**config.mk**
```make
export PLATFORM = sky130hd
export DESIGN_NAME = xorshift128_generator_with_seeding_unit
export DESIGN_NICKNAME = d
export VERILOG_FILES = /design/src/rtl/core/xs128_pkg.sv /design/src/rtl/core/xorshift128_generator_with_seeding_unit.sv /design/src/rtl/core/xs128_ctrl.sv /design/src/rtl/core/xs128_dp.sv
export VERILOG_INCLUDE_DIRS = /design/src /design/src/rtl/core
export SDC_FILE = /design/constraint.sdc
export NUM_CORES = 1
export LEC_CHECK = 0
export ABC_AREA = 0
export BUFFER_PORTS_ARGS = -buffer_cell sky130_fd_sc_hd__buf_2
export CAP_MARGIN = 20
export CORE_MARGIN = 5
export CORE_UTILIZATION = 45
export DETAILED_ROUTE_END_ITERATION = 8
export GPL_ROUTABILITY_DRIVEN = 0
export SYNTH_ARGS = -nofsm -noshare
export SYNTH_HDL_FRONTEND = slang
export SYNTH_SLANG_ARGS = --single-unit
```
**constraint.sdc**
```tcl
create_clock -name clk -period 6.7 [get_ports clk]
set_input_delay 0.335 -clock clk [delete_from_list [all_inputs] [get_ports clk]]
set_output_delay 0.335 -clock clk [all_outputs]
set_load 0.02 [all_outputs]
```
**src/rtl/core/assert_macros.svh**
```systemverilog
// ----------------------------------------------------------------------------
// assert_macros.svh
// Assertion macros used by the top-level RTL file of the core.
// ----------------------------------------------------------------------------
`ifndef ASSERT_MACROS_SVH
`define ASSERT_MACROS_SVH

// The consequent must hold in the same cycle as the antecedent.
`define ASSERT_IMPL(label, clk, rst_n, ante, cons) \
    label: assert property (@(posedge clk) disable iff (!rst_n) (ante) |-> (cons)) \
        else $error("Assertion failed: same-cycle implication violated.");

// The consequent must hold in the cycle after the antecedent.
`define ASSERT_NEXT(label, clk, rst_n, ante, cons) \
    label: assert property (@(posedge clk) disable iff (!rst_n) (ante) |=> (cons)) \
        else $error("Assertion failed: next-cycle implication violated.");

`endif

```
**src/rtl/core/xs128_pkg.sv**
```systemverilog
// ----------------------------------------------------------------------------
// xs128_pkg
// Types, constants and functions shared by the xorshift128 generator modules.
// ----------------------------------------------------------------------------
package xs128_pkg;

    localparam int unsigned WORD_W = 32;

    localparam logic OP_NEXT   = 1'b0;
    localparam logic OP_RESEED = 1'b1;

    localparam logic [WORD_W-1:0] RESET_WORD_A = 32'd123456789;
    localparam logic [WORD_W-1:0] RESET_WORD_B = 32'd362436069;
    localparam logic [WORD_W-1:0] RESET_WORD_C = 32'd521288629;
    localparam logic [WORD_W-1:0] RESET_WORD_D = 32'd88675123;

    localparam logic [WORD_W-1:0] SEED_MULT = 32'd1812433253;
    localparam logic [WORD_W-1:0] SEED_KA   = 32'd123464980;
    localparam logic [WORD_W-1:0] SEED_KB   = 32'd3447902351;
    localparam logic [WORD_W-1:0] SEED_KC   = 32'd2859490775;
    localparam logic [WORD_W-1:0] SEED_KD   = 32'd47621719;

    localparam logic [1:0] LAST_WORD_IDX = 2'd3;

    typedef enum logic [1:0] {
        ST_IDLE,
        ST_MUL,
        ST_MIX
    } state_t;

    typedef struct packed {
        logic       load_seed;
        logic       mul_en;
        logic       mix_en;
        logic       next_en;
        logic [1:0] key_idx;
    } dp_cmd_t;

    typedef struct packed {
        logic all_zero;
    } dp_status_t;

    function automatic logic [WORD_W-1:0] seed_key(input logic [1:0] idx);
        logic [WORD_W-1:0] key;
        case (idx)
            2'd0:    key = SEED_KA;
            2'd1:    key = SEED_KB;
            2'd2:    key = SEED_KC;
            default: key = SEED_KD;
        endcase
        return key;
    endfunction

    function automatic logic [WORD_W-1:0] seed_mix(input logic [WORD_W-1:0] s);
        logic [WORD_W-1:0] v;
        v = s ^ (s << 13);
        v = v ^ (v >> 17);
        return v;
    endfunction

endpackage

```
**src/rtl/core/xorshift128_generator_with_seeding_unit.sv**
```systemverilog
// ----------------------------------------------------------------------------
// xorshift128_generator_with_seeding_unit
// A next transaction computes the new word at acceptance and holds it in an
// output register, and the next transaction is taken in the following cycle
// if that word is taken or the register is empty. A reseed transaction
// returns no word and passes each state word through the registered seed
// multiplier (ST_MUL) and then the xor-shift mix (ST_MIX); the unit is busy
// until all four words are done, and runs a second expansion when the first
// expansion gives four zero words.
// ----------------------------------------------------------------------------
`include "assert_macros.svh"

module xorshift128_generator_with_seeding_unit
    import xs128_pkg::*;
(
    input  logic              clk,
    input  logic              rst_n,
    input  logic              in_valid,
    output logic              in_ready,
    input  logic              operation,
    input  logic [WORD_W-1:0] seed_value,
    output logic              out_valid,
    input  logic              out_ready,
    output logic [WORD_W-1:0] random_word
);

    dp_cmd_t    cmd;
    dp_status_t status;

    xs128_ctrl u_ctrl (
        .clk       (clk),
        .rst_n     (rst_n),
        .in_valid  (in_valid),
        .in_ready  (in_ready),
        .operation (operation),
        .out_valid (out_valid),
        .out_ready (out_ready),
        .status    (status),
        .cmd       (cmd)
    );

    xs128_dp u_dp (
        .clk         (clk),
        .rst_n       (rst_n),
        .cmd         (cmd),
        .seed_value  (seed_value),
        .status      (status),
        .random_word (random_word)
    );

    `ASSERT_NEXT(a_reseed_busy, clk, rst_n, in_valid && in_ready && operation == OP_RESEED, !in_ready && cmd.mul_en)
    `ASSERT_NEXT(a_next_result, clk, rst_n, in_valid && in_ready && operation == OP_NEXT, out_valid)
    `ASSERT_IMPL(a_cmd_excl, clk, rst_n, cmd.mix_en || cmd.mul_en, !cmd.next_en && !cmd.load_seed)

endmodule

```
**src/rtl/core/xs128_ctrl.sv**
```systemverilog
// ----------------------------------------------------------------------------
// xs128_ctrl
// Controller: accepts transactions, sequences seed expansion, owns out valid.
// ----------------------------------------------------------------------------
module xs128_ctrl
    import xs128_pkg::*;
(
    input  logic       clk,
    input  logic       rst_n,
    input  logic       in_valid,
    output logic       in_ready,
    input  logic       operation,
    output logic       out_valid,
    input  logic       out_ready,
    input  dp_status_t status,
    output dp_cmd_t    cmd
);

    state_t     state_reg, state_next;
    logic [1:0] idx_reg, idx_next;
    logic       pass_reg, pass_next;
    logic       out_valid_reg, out_valid_next;
    logic       in_accept;

    always_ff @(posedge clk or negedge rst_n)
    begin
        if (!rst_n)
        begin
            state_reg     <= ST_IDLE;
            idx_reg       <= 2'd0;
            pass_reg      <= 1'b0;
            out_valid_reg <= 1'b0;
        end
        else
        begin
            state_reg     <= state_next;
            idx_reg       <= idx_next;
            pass_reg      <= pass_next;
            out_valid_reg <= out_valid_next;
        end
    end

    always_comb
    begin
        state_next     = state_reg;
        idx_next       = idx_reg;
        pass_next      = pass_reg;
        out_valid_next = out_valid_reg && !out_ready;
        cmd            = '0;
        cmd.key_idx    = idx_reg;
        in_ready       = 1'b0;
        in_accept      = 1'b0;
        case (state_reg)
            ST_IDLE:
            begin
                in_ready  = !out_valid_reg || out_ready;
                in_accept = in_valid && in_ready;
                if (in_accept)
                begin
                    if (operation == OP_RESEED)
                    begin
                        cmd.load_seed = 1'b1;
                        idx_next      = 2'd0;
                        pass_next     = 1'b0;
                        state_next    = ST_MUL;
                    end
                    else
                    begin
                        cmd.next_en    = 1'b1;
                        out_valid_next = 1'b1;
                    end
                end
            end
            ST_MUL:
            begin
                cmd.mul_en = 1'b1;
                state_next = ST_MIX;
            end
            ST_MIX:
            begin
                cmd.mix_en = 1'b1;
                idx_next   = idx_reg + 2'd1;
                if (idx_reg == LAST_WORD_IDX)
                begin
                    if (status.all_zero && !pass_reg)
                    begin
                        pass_next  = 1'b1;
                        state_next = ST_MUL;
                    end
                    else
                    begin
                        state_next = ST_IDLE;
                    end
                end
                else
                begin
                    state_next = ST_MUL;
                end
            end
            default:
            begin
                state_next = ST_IDLE;
            end
        endcase
    end

    assign out_valid = out_valid_reg;

endmodule

```
**src/rtl/core/xs128_dp.sv**
```systemverilog
// ----------------------------------------------------------------------------
// xs128_dp
// Datapath: the four state words, the seed scrambler and the output register.
// ----------------------------------------------------------------------------
module xs128_dp
    import xs128_pkg::*;
(
    input  logic              clk,
    input  logic              rst_n,
    input  dp_cmd_t           cmd,
    input  logic [WORD_W-1:0] seed_value,
    output dp_status_t        status,
    output logic [WORD_W-1:0] random_word
);

    logic [WORD_W-1:0] word_a_reg, word_b_reg, word_c_reg, word_d_reg;
    logic [WORD_W-1:0] seed_reg, seed_next;
    logic [WORD_W-1:0] prod_reg, prod_next;
    logic [WORD_W-1:0] random_word_reg;
    logic [WORD_W-1:0] mix_val;
    logic [WORD_W-1:0] seed_word;
    logic [WORD_W-1:0] tmp_word;
    logic [WORD_W-1:0] next_word;

    assign prod_next = seed_reg * SEED_MULT + 32'd1;
    assign mix_val   = seed_mix(prod_reg);
    assign seed_word = seed_key(cmd.key_idx) ^ mix_val;
    assign tmp_word  = word_a_reg ^ (word_a_reg << 11);
    assign next_word = word_d_reg ^ (word_d_reg >> 19) ^ tmp_word ^ (tmp_word >> 8);
    assign seed_next = cmd.load_seed ? seed_value : mix_val;

    assign status.all_zero = (word_b_reg == '0) && (word_c_reg == '0)
                          && (word_d_reg == '0) && (seed_word == '0);

    always_ff @(posedge clk or negedge rst_n)
    begin
        if (!rst_n)
        begin
            word_a_reg <= RESET_WORD_A;
            word_b_reg <= RESET_WORD_B;
            word_c_reg <= RESET_WORD_C;
            word_d_reg <= RESET_WORD_D;
        end
        else if (cmd.next_en || cmd.mix_en)
        begin
            word_a_reg <= word_b_reg;
            word_b_reg <= word_c_reg;
            word_c_reg <= word_d_reg;
            word_d_reg <= cmd.next_en ? next_word : seed_word;
        end
    end

    always_ff @(posedge clk)
    begin
        if (cmd.load_seed || cmd.mix_en)
        begin
            seed_reg <= seed_next;
        end
        if (cmd.mul_en)
        begin
            prod_reg <= prod_next;
        end
        if (cmd.next_en)
        begin
            random_word_reg <= next_word;
        end
    end

    assign random_word = random_word_reg;

endmodule
```
=== After elaboration in Yosys (flattened, before gate mapping) ===
Cells that the tools add are included.

* Flip-flop bits (word level): 230

* Add/subtract/negate cells: 2
* Multiply operators: 1
* Eq/ne operators: 9
* Mux-type cells: 28
* Bitwise gates (word level): 7
* Reductions and logical operators: 22

{| class="wikitable"
|+ Operator list
! cell !! count
|-
| $logic_not A32 Y1 || 4
|-
| $xor A32 B32 Y32 || 4
|-
| $pmux W32 S3 || 1
|-
| $mux W32 || 2
|-
| $add A32 B1 Y32 const B || 1
|-
| $mul A32 B31 Y32 const B || 1
|-
| $xor A32 B13 Y32 || 1
|-
| $xor A32 B15 Y32 || 1
|-
| $xor A32 B24 Y32 || 1
|-
| $mux W1 || 18
|-
| $mux W2 || 4
|-
| $eq A2 B2 Y1 const B || 3
|-
| $logic_and A1 B1 Y1 || 6
|-
| $ne A2 B1 Y1 const B || 3
|-
| $pmux W2 S3 || 1
|-
| $reduce_and A5 Y1 || 1
|-
| $eq A2 B1 Y1 const B || 2
|-
| $logic_not A2 Y1 || 2
|-
| $pmux W2 S2 || 1
|-
| $logic_not A1 Y1 || 3
|-
| $logic_or A1 B1 Y1 || 3
|-
| $reduce_and A3 Y1 || 1
|-
| $add A2 B1 Y2 const B || 1
|-
| $ne A2 B2 Y1 const B || 1
|-
| 3 further kinds || 3
|}

=== Depth between registers and ports, before layout ===
* Depth after elaboration: 9
* Depth in mapped cells: 23
* Gate-level depth less buffers: 23

=== Cells and area by module ===
A second synthesis with hierarchy kept.

* Cell total of the unflattened synthesis: 1543
* Area total of the unflattened synthesis: 18192.4 um^2

{| class="wikitable"
|+ Modules (own cells, without submodules)
! module !! instances !! cells each !! area an instance (um^2) !! seq. area each (um^2)
|-
| xs128_dp || 1 || 1511 || 17873.4 || 6162.2
|-
| xs128_ctrl || 1 || 32 || 319.1 || 150.1
|}

=== Worst setup path after synthesis ===
OpenSTA, ideal clock, no wires.

* Path type: register to register
* Start point: register u_dp.seed_reg[11]
* End point: register u_dp.prod_reg[30] (data pin)
* Library setup time: 0.180 ns
* Arrival time: 6.263 ns
* Slack: 0.257 ns
* Stages on the path, launching flop included: 24
* Buffers on the path: 0
* Cells stage by stage: edfxtp_1 ha_1 ha_1 fa_1 inv_1 fa_1 inv_1 fa_1 inv_1 fa_1 inv_1 fa_1 inv_1 fa_1 inv_1 ha_1 nand4_2 a2111oi_4 nand2_1 and3_4 a21oi_2 nor3_1 or3_4 o311ai_1

* Word-level cells in the longest chain between the ends: 2

{| class="wikitable"
|+ Ends and longest elaborated chain
! item !! line !! text
|-
| start: declaration || xs128_dp.sv:17 || <nowiki>logic [WORD_W-1:0] seed_reg, seed_next;</nowiki>
|-
| start signal: assignment || xs128_dp.sv:57 || <nowiki>seed_reg <= seed_next;</nowiki>
|-
| $mul A32 B31 Y32 || xs128_dp.sv:25 || <nowiki>assign prod_next = seed_reg * SEED_MULT + 32'd1;</nowiki>
|-
| $add A32 B1 Y32 || xs128_dp.sv:25 ||
|-
| named net u_dp.prod_next[30] || xs128_dp.sv:18 || <nowiki>logic [WORD_W-1:0] prod_reg, prod_next;</nowiki>
|-
| end signal: assignment || xs128_dp.sv:61 || <nowiki>prod_reg <= prod_next;</nowiki>
|-
| end: declaration || xs128_dp.sv:18 ||
|}

The timed path passes the listed nets, and every way through them passes these cells.
A chain may end at the register's enable or synchronous reset.

=== Worst setup path after layout ===
* Start point: register u_dp.seed_reg[17]
* End point: register u_dp.prod_reg[31] (data pin)

The elaborated chain is that of the path after synthesis.

==> run summary <==
status - complete, no violations
Rows - 73
H-tree depth - 1
placed wire-length estimate - 37300 um
Post-Syn Area - 17800 um^2
first-pass GRT wire length - 72400 um
Async SR Flop Fraction - 58.3%
I/O pin cnt - 71
# diodes - 0
library cells used by synthesis - 56
DR DRC count - 0
clk sinks - 230
syn_area_per_cell - 11.8 um^2
Die Area - 43700 um^2
minimum clock period - 6.50 ns
Util after Layout - 50.8%
met2 Resource Use GR - 31.2%
Fmax achieved - 154 MHz
#FFs+latches synth - 230
total of max-cap violations - 0
Die H - 209 um
Starting Density - 45.2%
per-cell routed wire length - 21.4 um
Setup CP Type - register to register
critical path startpoint - u_dp.seed_reg[17]
GR Util met3 - 3.06%
via count - 11400
Initial DRT Pass Iterations - 7
Detailed Route WL - 46300 um
met1 global-route usage - 33.6%
Worst-path clk slew - 0.06 ns
final hold vios - 0
Post-synth top cells - inv_1 (225), ha_1 (217), xnor2_1 (170)
vias in the first global route - 12000
Final Instance Area - 20000 um^2
count leader, synth - inv_1
post-synth net total - 1912
Core Region - 39500 um^2
nets@finish - 2016
Worst path top cell family by delay - adder cells
critical path's slowest cell - fa_1
Buf+Inv Stages, Crit Path - 2
count of final max-slew check failures - 0
Skew-Pair Late Insertion Delay - 0.56 ns
largest net degree at the start of global routing - 81
startpoint types - register
clk root buf - clkbuf_16
worst hold-check path type - input port to register
DR iter-0 viols - 906
Worst-Margin Slew - 1.02 ns
RSZ-0062 raised after global routing - no
CTS tree - yes
Yosys top cell area share - 16.5%
Yosys top cell by area - fa_1
share of layout cells above drive strength 1 - 20.3%
total CTS buffers - 26
Seq/Total Area, Yosys - 35.4%
worst relative slew slack - 32.3%
most frequent CP cell - fa_1
PortBufs - 70
max incr delay on CP - 0.57 ns
Synth Instances - 1511
Post-DRT Antenna Nets - 0
ys flop type - edfxtp_1
GR peak layer - met1
Ys Warns - 0
Synth area leaders - fa_1 (17%), edfxtp_1 (16%), ha_1 (15%), dfrtp_1 (10%), dfstp_2 (9.0%)
EDFF count, synth - 96
die width - 209 um
setup TNS - 0 ns
Syn-to-layout area delta - 12.5%
Area after DPL - 18900 um^2
Cell Chain, Critical Path - ha_1, ha_1, fa_1, inv_1, fa_1, inv_1, fa_1, fa_1, fa_1, fa_1, ha_1, a21oi_1, o221ai_1, a21oi_1, o21ai_0, a2111oi_2, o21bai_1, a21oi_1, xnor2_1
Critical Path AT - 6.82 ns
skew final - 0.0134 ns
worst endpoint required time - 7.01 ns
hold path start - seed_value[7]
vias per cell - 5.28
filler instances - 3547
Final Cycle Share - 97.1%
worst r2r src - u_dp.seed_reg[17]
CTS max path bufs - 3
gr usage total - 21.5%
initial antenna violation count - 2
Finish-stage setup viols - 0
total gr overflow - 0
crit path max fanout - 6
Crit. End Element - register
[placed cells by master, fill, tap and decap left out, drive strengths merged, types with 3 or more instances in the layout]
cell type	Yosys	layout
inv	225	226
ha	217	217
xnor2	171	171
fa	147	147
buf	17	110
mux2	97	97
edfxtp	96	96
dfrtp	73	73
nor2	67	67
nand2	65	65
dfstp	61	61
a21oi	45	45
xor2	40	40
o21ai	29	29
clkbuf	18	28
nor4	26	26
a221o	14	14
a22oi	11	11
nor3	11	11
nand4	11	11
nand3	9	9
clkinv	1	9
bufinv	0	8
a31oi	7	7
o21bai	7	7
a21o	7	7
nor2b	6	6
a211oi	3	3
clkinvlp	0	3
and3	3	3
a2111oi	3	3
or3	3	3
[repair_timing]
action	CTS	global route
hold buffers	1	0
setup endpoints to repair	0	4
setup buffers	0	9
gates resized for setup	0	9
hold endpoints to repair	31	0
[cell families after synthesis]
family | Yosys count | share of synthesized area [%]
DFF | 230 | 35.4
and+or+nand+nor | 210 | 5.57
buffers and inverters | 261 | 5.60
AOI/OAI and AO/OA | 138 | 5.16
adders and majority gates | 364 | 31.7
muxes | 97 | 6.13
xor gates and xnor gates | 211 | 10.4
[tightest hold or removal path: stages]
cell	delay, ns
buf_2	0.07
nand2_1	0.03
o21ai_0	0.05
[per-layer routing]
layer  wire, um  part of all wire [%]
met2      19600                    42
met1      22600                    49
met4       1240                   2.7
met3       2840                   6.1
met5          7                 0.015
[worst paths after layout]
check | slack, ns | end | depth (start not counted)
max | 0.20 | u_dp.prod_reg[31] | 19
min | 0.04 | u_dp.seed_reg[7] | 3
max reg2reg | 0.20 | u_dp.prod_reg[31] | 19
min reg2reg | 0.53 | u_dp.word_d_reg[9] | 2
max in group asynchronous | 5.40 | u_dp.word_a_reg[8] | 4
min in group asynchronous | 0.31 | u_dp.word_a_reg[3] | 2
[cell type report]
cell class                 instances  area, um^2  area share (%)
sequential                       230        6310            31.5
clock inverter                    20         318            1.59
clock buffer                      28         658            3.28
inverter                         226         848            4.23
multi-input combinational       1020       10600            52.7
timing repair buffer             111         687            3.43
tap                              525         657            3.28
[through the flow]
stage | worst slack [ns] | hold slack [ns] | instances
3_5_place_dp | 0.0883 | 0.325 | 2101
6_report | 0.196 | 0.0415 | 2160
3_3_place_gp | 0.205 | 0.329 | 2101
5_1_grt | 0.00151 | 0.0593 | 2160
4_1_cts | 0.0601 | 0.0303 | 2150
2_1_floorplan | 0.257 | 0.0394 | 1511
Power is left out: the tool's default activity adds up to more than one toggle a clock period on the data nets, which glitch-free logic cannot reach.
